--- src/rtl/core/nnsag_pkg.sv ---
package nnsag_pkg;

  // Default parameter values
  localparam int MaxDimDef       = 4096;
  localparam int FractionBitsDef = 10;
  localparam int AddrBitsDef     = 24;

  // Fixed field widths of the register file
  localparam int DIM_W      = 13;
  localparam int STRIDE_W   = 16;
  localparam int ORIGIN_W   = 24;
  localparam int COORD_W    = 14;  // integer part of a fine coordinate
  localparam int SUM_W      = 32;  // address adder width, covers address widths up to 32 bits
  localparam int CFG_IDX_W  = 3;
  localparam int CFG_DATA_W = 24;

  // Register indexes of the configuration port
  typedef enum logic [CFG_IDX_W-1:0] {
    REG_SRC_WIDTH  = 3'd0,
    REG_SRC_HEIGHT = 3'd1,
    REG_DST_WIDTH  = 3'd2,
    REG_DST_HEIGHT = 3'd3,
    REG_SRC_STRIDE = 3'd4,
    REG_DST_STRIDE = 3'd5,
    REG_SRC_ORIGIN = 3'd6,
    REG_DST_ORIGIN = 3'd7
  } cfg_reg_e;

  // Commands from the controller to the datapath
  typedef struct packed {
    logic clear_pos;  // start of frame: clear position, drop active frame
    logic div_go;     // launch a ratio division
    logic div_vert;   // division operands: 0 horizontal, 1 vertical
    logic load_h;     // capture horizontal ratio
    logic load_v;     // capture vertical ratio, frame becomes active
    logic step;       // form products and advance position
    logic load_pix;   // load output register with addresses
    logic load_err;   // load output register with error status
  } cmd_t;

  // Status from the datapath to the controller
  typedef struct packed {
    logic dims_zero;
    logic frame_active;
    logic div_done;
  } sts_t;

endpackage

--- src/rtl/core/nnsag_div.sv ---
module nnsag_div #(
  parameter int FRACTION_BITS = nnsag_pkg::FractionBitsDef
) (
  input  logic                                   clk_i,
  input  logic                                   rst_ni,
  input  logic                                   start_i,
  input  logic [nnsag_pkg::DIM_W-1:0]            num_i,
  input  logic [nnsag_pkg::DIM_W-1:0]            den_i,
  output logic [FRACTION_BITS+nnsag_pkg::DIM_W-1:0] quo_o,
  output logic                                   done_o
);
  import nnsag_pkg::*;

  localparam int N      = FRACTION_BITS + DIM_W;
  localparam int CNT_W  = $clog2(N + 1);

  logic [DIM_W-1:0] rem_q, rem_d;
  logic [N-1:0]     quo_q, quo_d;
  logic [DIM_W-1:0] den_q, den_d;
  logic [CNT_W-1:0] cnt_q, cnt_d;
  logic             busy_q, busy_d;
  logic             done_q, done_d;
  logic [DIM_W:0]   rem_sh;
  logic [DIM_W:0]   diff;
  logic             ge;

  // One restoring step: shift in the next dividend bit, subtract if it fits
  assign rem_sh = {rem_q, quo_q[N-1]};
  assign diff   = rem_sh - {1'b0, den_q};
  assign ge     = rem_sh >= {1'b0, den_q};

  always_comb begin
    rem_d  = rem_q;
    quo_d  = quo_q;
    den_d  = den_q;
    cnt_d  = cnt_q;
    busy_d = busy_q;
    done_d = 1'b0;
    if (start_i) begin
      rem_d  = '0;
      quo_d  = {num_i, {FRACTION_BITS{1'b0}}};
      den_d  = den_i;
      cnt_d  = CNT_W'(N);
      busy_d = 1'b1;
    end else if (busy_q) begin
      rem_d = ge ? diff[DIM_W-1:0] : rem_sh[DIM_W-1:0];
      quo_d = {quo_q[N-2:0], ge};
      cnt_d = cnt_q - CNT_W'(1);
      if (cnt_q == CNT_W'(1)) begin
        busy_d = 1'b0;
        done_d = 1'b1;
      end
    end
  end

  always_ff @(posedge clk_i or negedge rst_ni) begin
    if (!rst_ni) begin
      cnt_q  <= '0;
      busy_q <= 1'b0;
      done_q <= 1'b0;
    end else begin
      cnt_q  <= cnt_d;
      busy_q <= busy_d;
      done_q <= done_d;
    end
  end

  // Hold operands and partial results
  always_ff @(posedge clk_i) begin
    rem_q <= rem_d;
    quo_q <= quo_d;
    den_q <= den_d;
  end

  assign quo_o  = quo_q;
  assign done_o = done_q;

endmodule

--- src/rtl/core/nnsag_dp.sv ---
module nnsag_dp #(
  parameter int MAX_DIM       = nnsag_pkg::MaxDimDef,
  parameter int FRACTION_BITS = nnsag_pkg::FractionBitsDef,
  parameter int ADDR_BITS     = nnsag_pkg::AddrBitsDef
) (
  input  logic                             clk_i,
  input  logic                             rst_ni,
  input  logic                             cfg_we_i,
  input  logic [nnsag_pkg::CFG_IDX_W-1:0]  cfg_index_i,
  input  logic [nnsag_pkg::CFG_DATA_W-1:0] cfg_data_i,
  input  nnsag_pkg::cmd_t                  cmd_i,
  output nnsag_pkg::sts_t                  sts_o,
  output logic [ADDR_BITS-1:0]             src_addr_o,
  output logic [ADDR_BITS-1:0]             dst_addr_o,
  output logic                             row_end_o,
  output logic                             frame_end_o,
  output logic                             status_o
);
  import nnsag_pkg::*;

  localparam int RATIO_W = FRACTION_BITS + DIM_W;
  localparam int FINE_W  = FRACTION_BITS + COORD_W;
  localparam int CNT_W   = $clog2(MAX_DIM);
  localparam int CMP_W   = (CNT_W + 1 > DIM_W) ? CNT_W + 1 : DIM_W;
  localparam int SPROD_W = COORD_W + STRIDE_W;
  localparam int DPROD_W = CNT_W + STRIDE_W;

  // Configuration registers
  logic [DIM_W-1:0]    src_w_q, src_h_q, dst_w_q, dst_h_q;
  logic [STRIDE_W-1:0] src_stride_q, dst_stride_q;
  logic [ORIGIN_W-1:0] src_origin_q, dst_origin_q;

  // Walk state
  logic [CNT_W-1:0]   col_q, col_d, row_q, row_d;
  logic [FINE_W-1:0]  fine_x_q, fine_x_d, fine_y_q, fine_y_d;
  logic [RATIO_W-1:0] hratio_q, hratio_d, vratio_q, vratio_d;
  logic               active_q, active_d;

  // Step stage and output registers
  logic [SPROD_W-1:0] sprod_q;
  logic [DPROD_W-1:0] dprod_q;
  logic [COORD_W-1:0] sx_q;
  logic [CNT_W-1:0]   col_snap_q;
  logic               row_end_q, frame_end_q;
  logic [ADDR_BITS-1:0] src_addr_q, dst_addr_q;
  logic               row_end_out_q, frame_end_out_q, status_q;

  logic [RATIO_W-1:0] quo;
  logic               div_done;
  logic [DIM_W-1:0]   div_num, div_den;
  logic [CMP_W-1:0]   eff_w, eff_h, col_inc, row_inc;
  logic               at_row_end, at_frame_end;
  logic [SUM_W-1:0]   src_sum, dst_sum;

  // Write configuration registers
  always_ff @(posedge clk_i or negedge rst_ni) begin
    if (!rst_ni) begin
      src_w_q      <= '0;
      src_h_q      <= '0;
      dst_w_q      <= '0;
      dst_h_q      <= '0;
      src_stride_q <= '0;
      dst_stride_q <= '0;
      src_origin_q <= '0;
      dst_origin_q <= '0;
    end else if (cfg_we_i) begin
      unique case (cfg_reg_e'(cfg_index_i))
        REG_SRC_WIDTH:  src_w_q      <= cfg_data_i[DIM_W-1:0];
        REG_SRC_HEIGHT: src_h_q      <= cfg_data_i[DIM_W-1:0];
        REG_DST_WIDTH:  dst_w_q      <= cfg_data_i[DIM_W-1:0];
        REG_DST_HEIGHT: dst_h_q      <= cfg_data_i[DIM_W-1:0];
        REG_SRC_STRIDE: src_stride_q <= cfg_data_i[STRIDE_W-1:0];
        REG_DST_STRIDE: dst_stride_q <= cfg_data_i[STRIDE_W-1:0];
        REG_SRC_ORIGIN: src_origin_q <= cfg_data_i[ORIGIN_W-1:0];
        REG_DST_ORIGIN: dst_origin_q <= cfg_data_i[ORIGIN_W-1:0];
        default: ;
      endcase
    end
  end

  // Shared serial divider for both ratios
  assign div_num = cmd_i.div_vert ? src_h_q : src_w_q;
  assign div_den = cmd_i.div_vert ? dst_h_q : dst_w_q;

  nnsag_div #(
    .FRACTION_BITS(FRACTION_BITS)
  ) u_div (
    .clk_i  (clk_i),
    .rst_ni (rst_ni),
    .start_i(cmd_i.div_go),
    .num_i  (div_num),
    .den_i  (div_den),
    .quo_o  (quo),
    .done_o (div_done)
  );

  // Clamp destination size and detect row and frame ends
  assign eff_w = (CMP_W'(dst_w_q) > CMP_W'(MAX_DIM)) ? CMP_W'(MAX_DIM) : CMP_W'(dst_w_q);
  assign eff_h = (CMP_W'(dst_h_q) > CMP_W'(MAX_DIM)) ? CMP_W'(MAX_DIM) : CMP_W'(dst_h_q);
  assign col_inc      = CMP_W'(col_q) + CMP_W'(1);
  assign row_inc      = CMP_W'(row_q) + CMP_W'(1);
  assign at_row_end   = col_inc >= eff_w;
  assign at_frame_end = at_row_end && (row_inc >= eff_h);

  // Advance the walk state
  always_comb begin
    col_d    = col_q;
    row_d    = row_q;
    fine_x_d = fine_x_q;
    fine_y_d = fine_y_q;
    hratio_d = hratio_q;
    vratio_d = vratio_q;
    active_d = active_q;
    if (cmd_i.clear_pos) begin
      col_d    = '0;
      row_d    = '0;
      fine_x_d = '0;
      fine_y_d = '0;
      active_d = 1'b0;
    end
    if (cmd_i.load_h) begin
      hratio_d = quo;
    end
    if (cmd_i.load_v) begin
      vratio_d = quo;
      active_d = 1'b1;
    end
    if (cmd_i.step) begin
      if (at_row_end) begin
        col_d    = '0;
        fine_x_d = '0;
        if (at_frame_end) begin
          row_d    = '0;
          fine_y_d = '0;
          active_d = 1'b0;
        end else begin
          row_d    = row_q + CNT_W'(1);
          fine_y_d = fine_y_q + FINE_W'(vratio_q);
        end
      end else begin
        col_d    = col_q + CNT_W'(1);
        fine_x_d = fine_x_q + FINE_W'(hratio_q);
      end
    end
  end

  always_ff @(posedge clk_i or negedge rst_ni) begin
    if (!rst_ni) begin
      col_q    <= '0;
      row_q    <= '0;
      fine_x_q <= '0;
      fine_y_q <= '0;
      hratio_q <= '0;
      vratio_q <= '0;
      active_q <= 1'b0;
    end else begin
      col_q    <= col_d;
      row_q    <= row_d;
      fine_x_q <= fine_x_d;
      fine_y_q <= fine_y_d;
      hratio_q <= hratio_d;
      vratio_q <= vratio_d;
      active_q <= active_d;
    end
  end

  // Register line products and snapshot the current position
  always_ff @(posedge clk_i) begin
    if (cmd_i.step) begin
      sprod_q     <= fine_y_q[FINE_W-1:FRACTION_BITS] * src_stride_q;
      dprod_q     <= row_q * dst_stride_q;
      sx_q        <= fine_x_q[FINE_W-1:FRACTION_BITS];
      col_snap_q  <= col_q;
      row_end_q   <= at_row_end;
      frame_end_q <= at_frame_end;
    end
  end

  // Sum addresses, wrapping at the address width
  assign src_sum = SUM_W'(src_origin_q) + SUM_W'(sprod_q) + SUM_W'(sx_q);
  assign dst_sum = SUM_W'(dst_origin_q) + SUM_W'(dprod_q) + SUM_W'(col_snap_q);

  always_ff @(posedge clk_i) begin
    if (cmd_i.load_pix) begin
      src_addr_q      <= src_sum[ADDR_BITS-1:0];
      dst_addr_q      <= dst_sum[ADDR_BITS-1:0];
      row_end_out_q   <= row_end_q;
      frame_end_out_q <= frame_end_q;
      status_q        <= 1'b0;
    end else if (cmd_i.load_err) begin
      src_addr_q      <= '0;
      dst_addr_q      <= '0;
      row_end_out_q   <= 1'b0;
      frame_end_out_q <= 1'b0;
      status_q        <= 1'b1;
    end
  end

  assign sts_o.dims_zero    = (src_w_q == '0) || (src_h_q == '0) ||
                              (dst_w_q == '0) || (dst_h_q == '0);
  assign sts_o.frame_active = active_q;
  assign sts_o.div_done     = div_done;

  assign src_addr_o  = src_addr_q;
  assign dst_addr_o  = dst_addr_q;
  assign row_end_o   = row_end_out_q;
  assign frame_end_o = frame_end_out_q;
  assign status_o    = status_q;

endmodule

--- src/rtl/core/nnsag_ctrl.sv ---
module nnsag_ctrl (
  input  logic            clk_i,
  input  logic            rst_ni,
  input  logic            in_valid_i,
  output logic            in_ready_o,
  input  logic            restart_i,
  output logic            out_valid_o,
  input  logic            out_ready_i,
  input  nnsag_pkg::sts_t sts_i,
  output nnsag_pkg::cmd_t cmd_o
);
  import nnsag_pkg::*;

  typedef enum logic [5:0] {
    ST_IDLE  = 6'b000001,
    ST_DIV_H = 6'b000010,
    ST_DIV_V = 6'b000100,
    ST_STEP  = 6'b001000,
    ST_LOAD  = 6'b010000,
    ST_ERR   = 6'b100000
  } state_e;

  state_e state_q, state_d;
  logic   out_valid_q, out_valid_d;
  logic   out_free;

  // Output register is free when empty or being drained this cycle
  assign out_free = !out_valid_q || out_ready_i;

  always_comb begin
    state_d = state_q;
    cmd_o   = '0;
    unique case (state_q)
      ST_IDLE: begin
        if (in_valid_i) begin
          if (restart_i || !sts_i.frame_active) begin
            cmd_o.clear_pos = 1'b1;
            if (sts_i.dims_zero) begin
              state_d = ST_ERR;
            end else begin
              cmd_o.div_go = 1'b1;
              state_d      = ST_DIV_H;
            end
          end else begin
            state_d = ST_STEP;
          end
        end
      end
      ST_DIV_H: begin
        cmd_o.div_vert = 1'b0;
        if (sts_i.div_done) begin
          cmd_o.load_h   = 1'b1;
          cmd_o.div_go   = 1'b1;
          cmd_o.div_vert = 1'b1;
          state_d        = ST_DIV_V;
        end
      end
      ST_DIV_V: begin
        if (sts_i.div_done) begin
          cmd_o.load_v = 1'b1;
          state_d      = ST_STEP;
        end
      end
      ST_STEP: begin
        cmd_o.step = 1'b1;
        state_d    = ST_LOAD;
      end
      ST_LOAD: begin
        if (out_free) begin
          cmd_o.load_pix = 1'b1;
          state_d        = ST_IDLE;
        end
      end
      ST_ERR: begin
        if (out_free) begin
          cmd_o.load_err = 1'b1;
          state_d        = ST_IDLE;
        end
      end
      default: state_d = ST_IDLE;
    endcase
  end

  // Set valid on load, drop it once the item is taken
  always_comb begin
    out_valid_d = out_valid_q;
    if (cmd_o.load_pix || cmd_o.load_err) begin
      out_valid_d = 1'b1;
    end else if (out_ready_i) begin
      out_valid_d = 1'b0;
    end
  end

  always_ff @(posedge clk_i or negedge rst_ni) begin
    if (!rst_ni) begin
      state_q     <= ST_IDLE;
      out_valid_q <= 1'b0;
    end else begin
      state_q     <= state_d;
      out_valid_q <= out_valid_d;
    end
  end

  assign in_ready_o  = (state_q == ST_IDLE);
  assign out_valid_o = out_valid_q;

endmodule

--- src/rtl/core/nearest_neighbour_scale_addr_gen_top.sv ---
// Nearest-neighbour resize address generator for one grey plane.
// Program the eight window registers through the cfg channel while the block
// is idle; cfg_ready_o is always high. Each item on the slave stream is one
// destination-pixel tick (tdata bit 0: restart). Each tick returns one item on
// the master stream with the source byte offset to read and the destination
// byte offset to write, tlast on the last pixel of the frame, and tuser
// carrying the end-of-row mark and the error status.
// A tick with restart set, or any tick while no frame runs, starts a frame:
// the two step ratios are computed one after the other by one shared
// bit-serial divider, then the first pixel runs the steps of a tick below.
// Within a frame a tick runs the position step with line multiplies, then
// the address add into the output register; the controller takes the next
// item only once the previous one is loaded, so it handles one item at a
// time. A zero window dimension at frame start gives status 1.
// Reset clears the configuration registers and the walk; the next tick starts a frame.
// If the receiver stalls, the result waits in the output register; one more
// item is taken and computed, then the controller holds until the register
// drains.
module nearest_neighbour_scale_addr_gen_top #(
  parameter int MAX_DIM       = nnsag_pkg::MaxDimDef,
  parameter int FRACTION_BITS = nnsag_pkg::FractionBitsDef,
  parameter int ADDR_BITS     = nnsag_pkg::AddrBitsDef
) (
  input  logic                             clk_i,
  input  logic                             rst_ni,
  // slave stream
  input  logic                             s_axis_tvalid_i,
  output logic                             s_axis_tready_o,
  input  logic [7:0]                       s_axis_tdata_i,  // [0] restart
  // master stream
  output logic                             m_axis_tvalid_o,
  input  logic                             m_axis_tready_i,
  // source_addr, then dest_addr, each ADDR_BITS wide, zero padded to bytes
  output logic [((2*ADDR_BITS+7)/8)*8-1:0] m_axis_tdata_o,
  output logic                             m_axis_tlast_o,  // frame_end
  output logic [1:0]                       m_axis_tuser_o,  // [0] row_end, [1] status
  // configuration
  input  logic                             cfg_valid_i,
  output logic                             cfg_ready_o,
  input  logic [nnsag_pkg::CFG_IDX_W-1:0]  cfg_index_i,
  input  logic [nnsag_pkg::CFG_DATA_W-1:0] cfg_data_i
);
  import nnsag_pkg::*;

  localparam int TDATA_W = ((2 * ADDR_BITS + 7) / 8) * 8;

  cmd_t                 cmd;
  sts_t                 sts;
  logic [ADDR_BITS-1:0] src_addr, dst_addr;
  logic                 row_end, frame_end, status;

  assign cfg_ready_o = 1'b1;

  nnsag_ctrl u_ctrl (
    .clk_i      (clk_i),
    .rst_ni     (rst_ni),
    .in_valid_i (s_axis_tvalid_i),
    .in_ready_o (s_axis_tready_o),
    .restart_i  (s_axis_tdata_i[0]),
    .out_valid_o(m_axis_tvalid_o),
    .out_ready_i(m_axis_tready_i),
    .sts_i      (sts),
    .cmd_o      (cmd)
  );

  nnsag_dp #(
    .MAX_DIM      (MAX_DIM),
    .FRACTION_BITS(FRACTION_BITS),
    .ADDR_BITS    (ADDR_BITS)
  ) u_dp (
    .clk_i       (clk_i),
    .rst_ni      (rst_ni),
    .cfg_we_i    (cfg_valid_i),
    .cfg_index_i (cfg_index_i),
    .cfg_data_i  (cfg_data_i),
    .cmd_i       (cmd),
    .sts_o       (sts),
    .src_addr_o  (src_addr),
    .dst_addr_o  (dst_addr),
    .row_end_o   (row_end),
    .frame_end_o (frame_end),
    .status_o    (status)
  );

  // Pack result fields onto the master stream
  assign m_axis_tdata_o = TDATA_W'({dst_addr, src_addr});
  assign m_axis_tlast_o = frame_end;
  assign m_axis_tuser_o = {status, row_end};

endmodule
--- config.mk ---
export PLATFORM = sky130hd
export DESIGN_NAME = nearest_neighbour_scale_addr_gen_top
export DESIGN_NICKNAME = d
export VERILOG_FILES = /design/src/rtl/core/nnsag_pkg.sv /design/src/rtl/core/nnsag_div.sv /design/src/rtl/core/nnsag_dp.sv /design/src/rtl/core/nnsag_ctrl.sv /design/src/rtl/core/nearest_neighbour_scale_addr_gen_top.sv
export SDC_FILE = /design/constraint.sdc
export NUM_CORES = 2
export LEC_CHECK = 0
export ABC_AREA = 0
export BUFFER_PORTS_ARGS = -buffer_cell sky130_fd_sc_hd__buf_2
export CAP_MARGIN = 20
export CORE_UTILIZATION = 58
export CTS_CLUSTER_SIZE = 8
export DETAILED_ROUTE_END_ITERATION = 8
export PLACE_DENSITY_LB_ADDON = 0.3
export SLEW_MARGIN = 20
export SYNTH_ARGS = -nofsm -noshare
export SYNTH_HDL_FRONTEND = slang
export SYNTH_SLANG_ARGS = --single-unit
--- constraint.sdc ---
create_clock -name clk_i -period 7.25 [get_ports clk_i]
set_input_delay 1.0875 -clock clk_i [delete_from_list [all_inputs] [get_ports clk_i]]
set_output_delay 1.0875 -clock clk_i [all_outputs]
set_load 0.02 [all_outputs]
==> metrics.yaml <==
outcome:
  outcome: "finished clean"
grt:
  grt_max_degree: 183
  antenna_found_initial: 5
  grt_pass1_wl_um: 134000
  grt_use_total_pct: 28.2
  grt_pass1_vias: 25109
  grt_remaining_overflow: 0
pwr:
  p_switching_mw: 2.67
  power-per-cell-area_nw_per_um2: 216
  leakage_nw: 17.7
  comb_power_share_pct: 25.3
  clkPwrFrac_pct: 33.3
  ir_drop_mv: 0.237
  p_sw_share_pct: 33.0
  p_int_mw: 5.41
  power_frac_seq_pct: 41.4
worst_setup_path:
  crit_type: "reg2reg"
  r2r_start: "u_dp.src_stride_q[7]"
  startpoint: "u_dp.src_stride_q[7]"
  cpPeakStageDelay_ps: 820
  required_ps: 7590
  crit_slowest_cell: "dfrtp_1"
  start_kind: "flop"
  timing.rr.end: "u_dp.sprod_q[22]"
  crit_path_end: "u_dp.sprod_q[22]"
  cpMostUsedCell: "fa_1"
  path_cells: "nand2_1 -> fa_1 -> fa_1 -> inv_1 -> fa_1 -> inv_1 -> fa_1 -> fa_1 -> fa_1 -> inv_1 -> ha_1 -> nand2_1 -> o21a_1 -> o31ai_1 -> a221oi_2 -> o211a_1 -> o21bai_1 -> a21oi_1 -> xnor2_1"
  crit_fanout: 15
  cp.arrival_ps: 6750
  end_kind: "flop"
  reg2reg_depth: 19
  rrSetupSlack_ps: 840
clocking:
  hold_buffers: 0
  clock_latency_ps: 630
  ctsResizeCount: 0
  cts_buffer_depth: 3
  cts_tree: "done"
  clkSinkCount: 441
  cts_buffers: 61
  root_buffer: "clkbuf_16"
  htreeDepth: 2
  postCtsSetupRepairBufs: 0
  clkSlewWorstSetupHoldPaths_ps: 50
routing:
  routed-via-count: 24446
  first_pass_iters: 7
  drt_iter0_markers: 1693
  via_per_inst: 5.85
  wl_per_cell_um: 19.9
  drc: 0
  ant_nets: 0
  drt-total-wl_um: 83300
sta:
  setup_ws_ps: 841
  rsz0062_at_grt: "no"
  slew_headroom_pct: 22.5
  tns_ps: 0
  hold_viol: 0
  whs_ps: 422
  period_needed_ps: 6410
  tightest_slew_ps: 1160
  fmax_mhz: 156
  setup_viol: 0
  skew_ps: 48.3
  finalCritPeriodShare_pct: 88.4
  timing_max_transition_violations_final: 0
placement:
  place_worst_setup_slack_ps: 945
  gp_congestion: 0.921
  dp_hpwl_um: 61300
  portBuffers: 85
  place_area_um2: 35700
worst_hold_path:
  hp-class: "in2async"
floorplan:
  initial_core_util_pct: 58.7
  fp.dieH_um: 246
  rows: 89
  dieArea_um2: 60600
  dieWidth_um: 246
  ioPinCount: 94
  coreArea_um2: 58900
finish:
  multiInputGateArea_um2: 20900
  final_nets: 3974
  design_area_um2: 37500
  drive_above_1_share_pct: 11.4
  register_area_um2: 11700
  synthToLayoutAreaGrowth_pct: 8.44
  fillers: 4535
synth:
  syn_nets: 3937
  syn_area_um2: 34600
  yosys_most_used_dff: "dfrtp_1"
  yosysWarnings: 0
  synth-simple-area-share_pct: 12.2
  synth_fa_ha_area_share_pct: 28.1
  synth_area_per_cell_um2: 10.4
  synth_edf_count: 152
  seq_area_frac_synth_pct: 33.8
  postSynth.asyncResetShare_pct: 60.1
  yosys.cell_types.count: 78
  synthXorXnorAreaFrac_pct: 4.21
  synthMuxAreaShare_pct: 6.56
  netlist_instances: 3312
  ys_ff_latch: 441
  synth_top_family_by_area: "adder cells"
  synth_compound_gate_area_share_pct: 9.23
run:
  drv_cap: 0
==> cells by family (layout without fill, tap and decap cells) <==
logic type      count (synthesis)  count (layout)
compound gates                490             490
xor+xnor                      166             166
fa+ha+maj                     585             585
buf+inv                       544             634
flops                         441             441
mux                           203             203
other cells                     1               6
simple gates                  882             882
==> cell usage in the layout, fill, tap and decap left out, types with 84 or more instances in the layout <==
master      n
inv_1     411
nand2_1   349
fa_1      318
ha_1      267
dfrtp_1   264
mux2_2    188
and2_1    175
nor2_1    155
a21oi_1   152
edfxtp_1  152
o21ai_0   100
xnor2_1    96
buf_2      84
==> state kept, by name, summed over array words and instances (netlist names), 6 cells and up <==
signal,flops
u_dp.dprod_q,24
u_dp.dst_addr_o,24
u_dp.dst_origin_q,24
u_dp.fine_x_q,24
u_dp.fine_y_q,24
u_dp.sprod_q,24
u_dp.src_addr_o,24
u_dp.src_origin_q,24
u_dp.hratio_q,23
u_dp.u_div.quo_o,23
u_dp.vratio_q,23
u_dp.dst_stride_q,16
u_dp.src_stride_q,16
u_dp.sx_q,14
u_dp.dst_h_q,13
u_dp.dst_w_q,13
u_dp.src_h_q,13
u_dp.src_w_q,13
u_dp.u_div.den_q,13
u_dp.u_div.rem_q,13
u_dp.col_q,12
u_dp.col_snap_q,12
u_dp.row_q,12
u_ctrl.state_q,6
==> worst min-delay path by stage <==
stage,depth (start not counted),to,slack (ps),start
final,1,u_dp.fine_y_q[3],420,rst_ni
after global routing,1,u_dp.fine_y_q[3],470,rst_ni
after CTS,1,u_dp.fine_y_q[3],450,rst_ni
after detailed placement,2,u_dp.status_o,450,u_dp.status_o
after global placement,2,u_dp.status_o,440,u_dp.status_o
after floorplan,0,u_dp.col_snap_q[7],420,u_dp.col_q[7]
==> worst max-delay path, delay by kind of cell (launching register included) <==
family | cells | cell delay, ps
compound gates | 6 | 1340
xor+xnor | 1 | 130
fa+ha+maj | 7 | 3390
buf+inv | 3 | 170
flops | 1 | 820
simple gates | 2 | 300
==> power groups by stage <==
| stage | clock network (mW) | logic (mW) | registers, mW |
|---|---|---|---|
| floorplan | 0 | 1.64 | 3.12 |
| global placement | 0 | 1.91 | 3.35 |
| detailed placement | 0 | 2.01 | 3.37 |
| CTS | 2.73 | 2.03 | 3.33 |
| global route | 2.84 | 2.26 | 3.38 |
| finish | 2.69 | 2.04 | 3.35 |
==> cell type report <==
type / instances / share of cell area (%)
Tap cell: 773 / 2.58
Clock inverter: 3 / 0.137
Inverter: 414 / 4.15
Multi-Input combinational cell: 2327 / 55.7
Clock buffer: 113 / 4.68
Sequential cell: 441 / 31.1
Timing Repair Buffer: 104 / 1.61
Antenna cell: 5 / 0.0334
==> routing by layer <==
layer	vias up	wire (um)	GRT usage (%)
met2	881	38400	44.9
met4	0	2570	9.97
li1	11121	-	-
met5	-	0	0
met1	12286	36600	39.6
met3	158	5630	3.91
==> cells in the mapped netlist (5+ instances only) <==
cell type,number,area share [%]
o21a_1,24,0.52
and3_1,20,0.36
nor2b_1,26,0.47
nand3_1,37,0.54
a21oi_1,152,2.2
or2_2,5,0.090
mux2i_1,15,0.43
ha_1,267,9.7
a22o_1,40,1.0
o21ai_0,100,1.4
nand2_1,351,3.8
or3_1,7,0.13
nor4_1,13,0.24
dfrtp_1,264,19
inv_1,412,4.5
mux2_2,188,6.1
fa_1,318,18
o211ai_1,7,0.15
nand4_1,19,0.34
nor2_1,155,1.7
and2_1,175,3.2
a21o_1,49,1.1
nand2b_1,17,0.31
xnor2_1,96,2.4
o21ai_1,5,0.072
clkbuf_1,116,1.3
a211oi_1,17,0.37
buf_1,5,0.054
dfxtp_1,24,1.4
o21bai_1,15,0.33
xor2_1,70,1.8
buf_2,5,0.072
a31oi_1,15,0.27
edfxtp_1,152,13
o31ai_1,12,0.26
nor3_1,38,0.55
nand4b_1,6,0.15
==> through the flow <==
step           util, %  power [mW]  std cells
2_1_floorplan        -        4.76       3312
3_3_place_gp      60.5        5.27       4058
3_5_place_dp      60.5        5.38       4058
4_1_cts           63.6        8.09       4174
5_1_grt           63.6        8.48       4175
6_report          63.6        8.08       4180
Power figures use the tool's default switching activity.
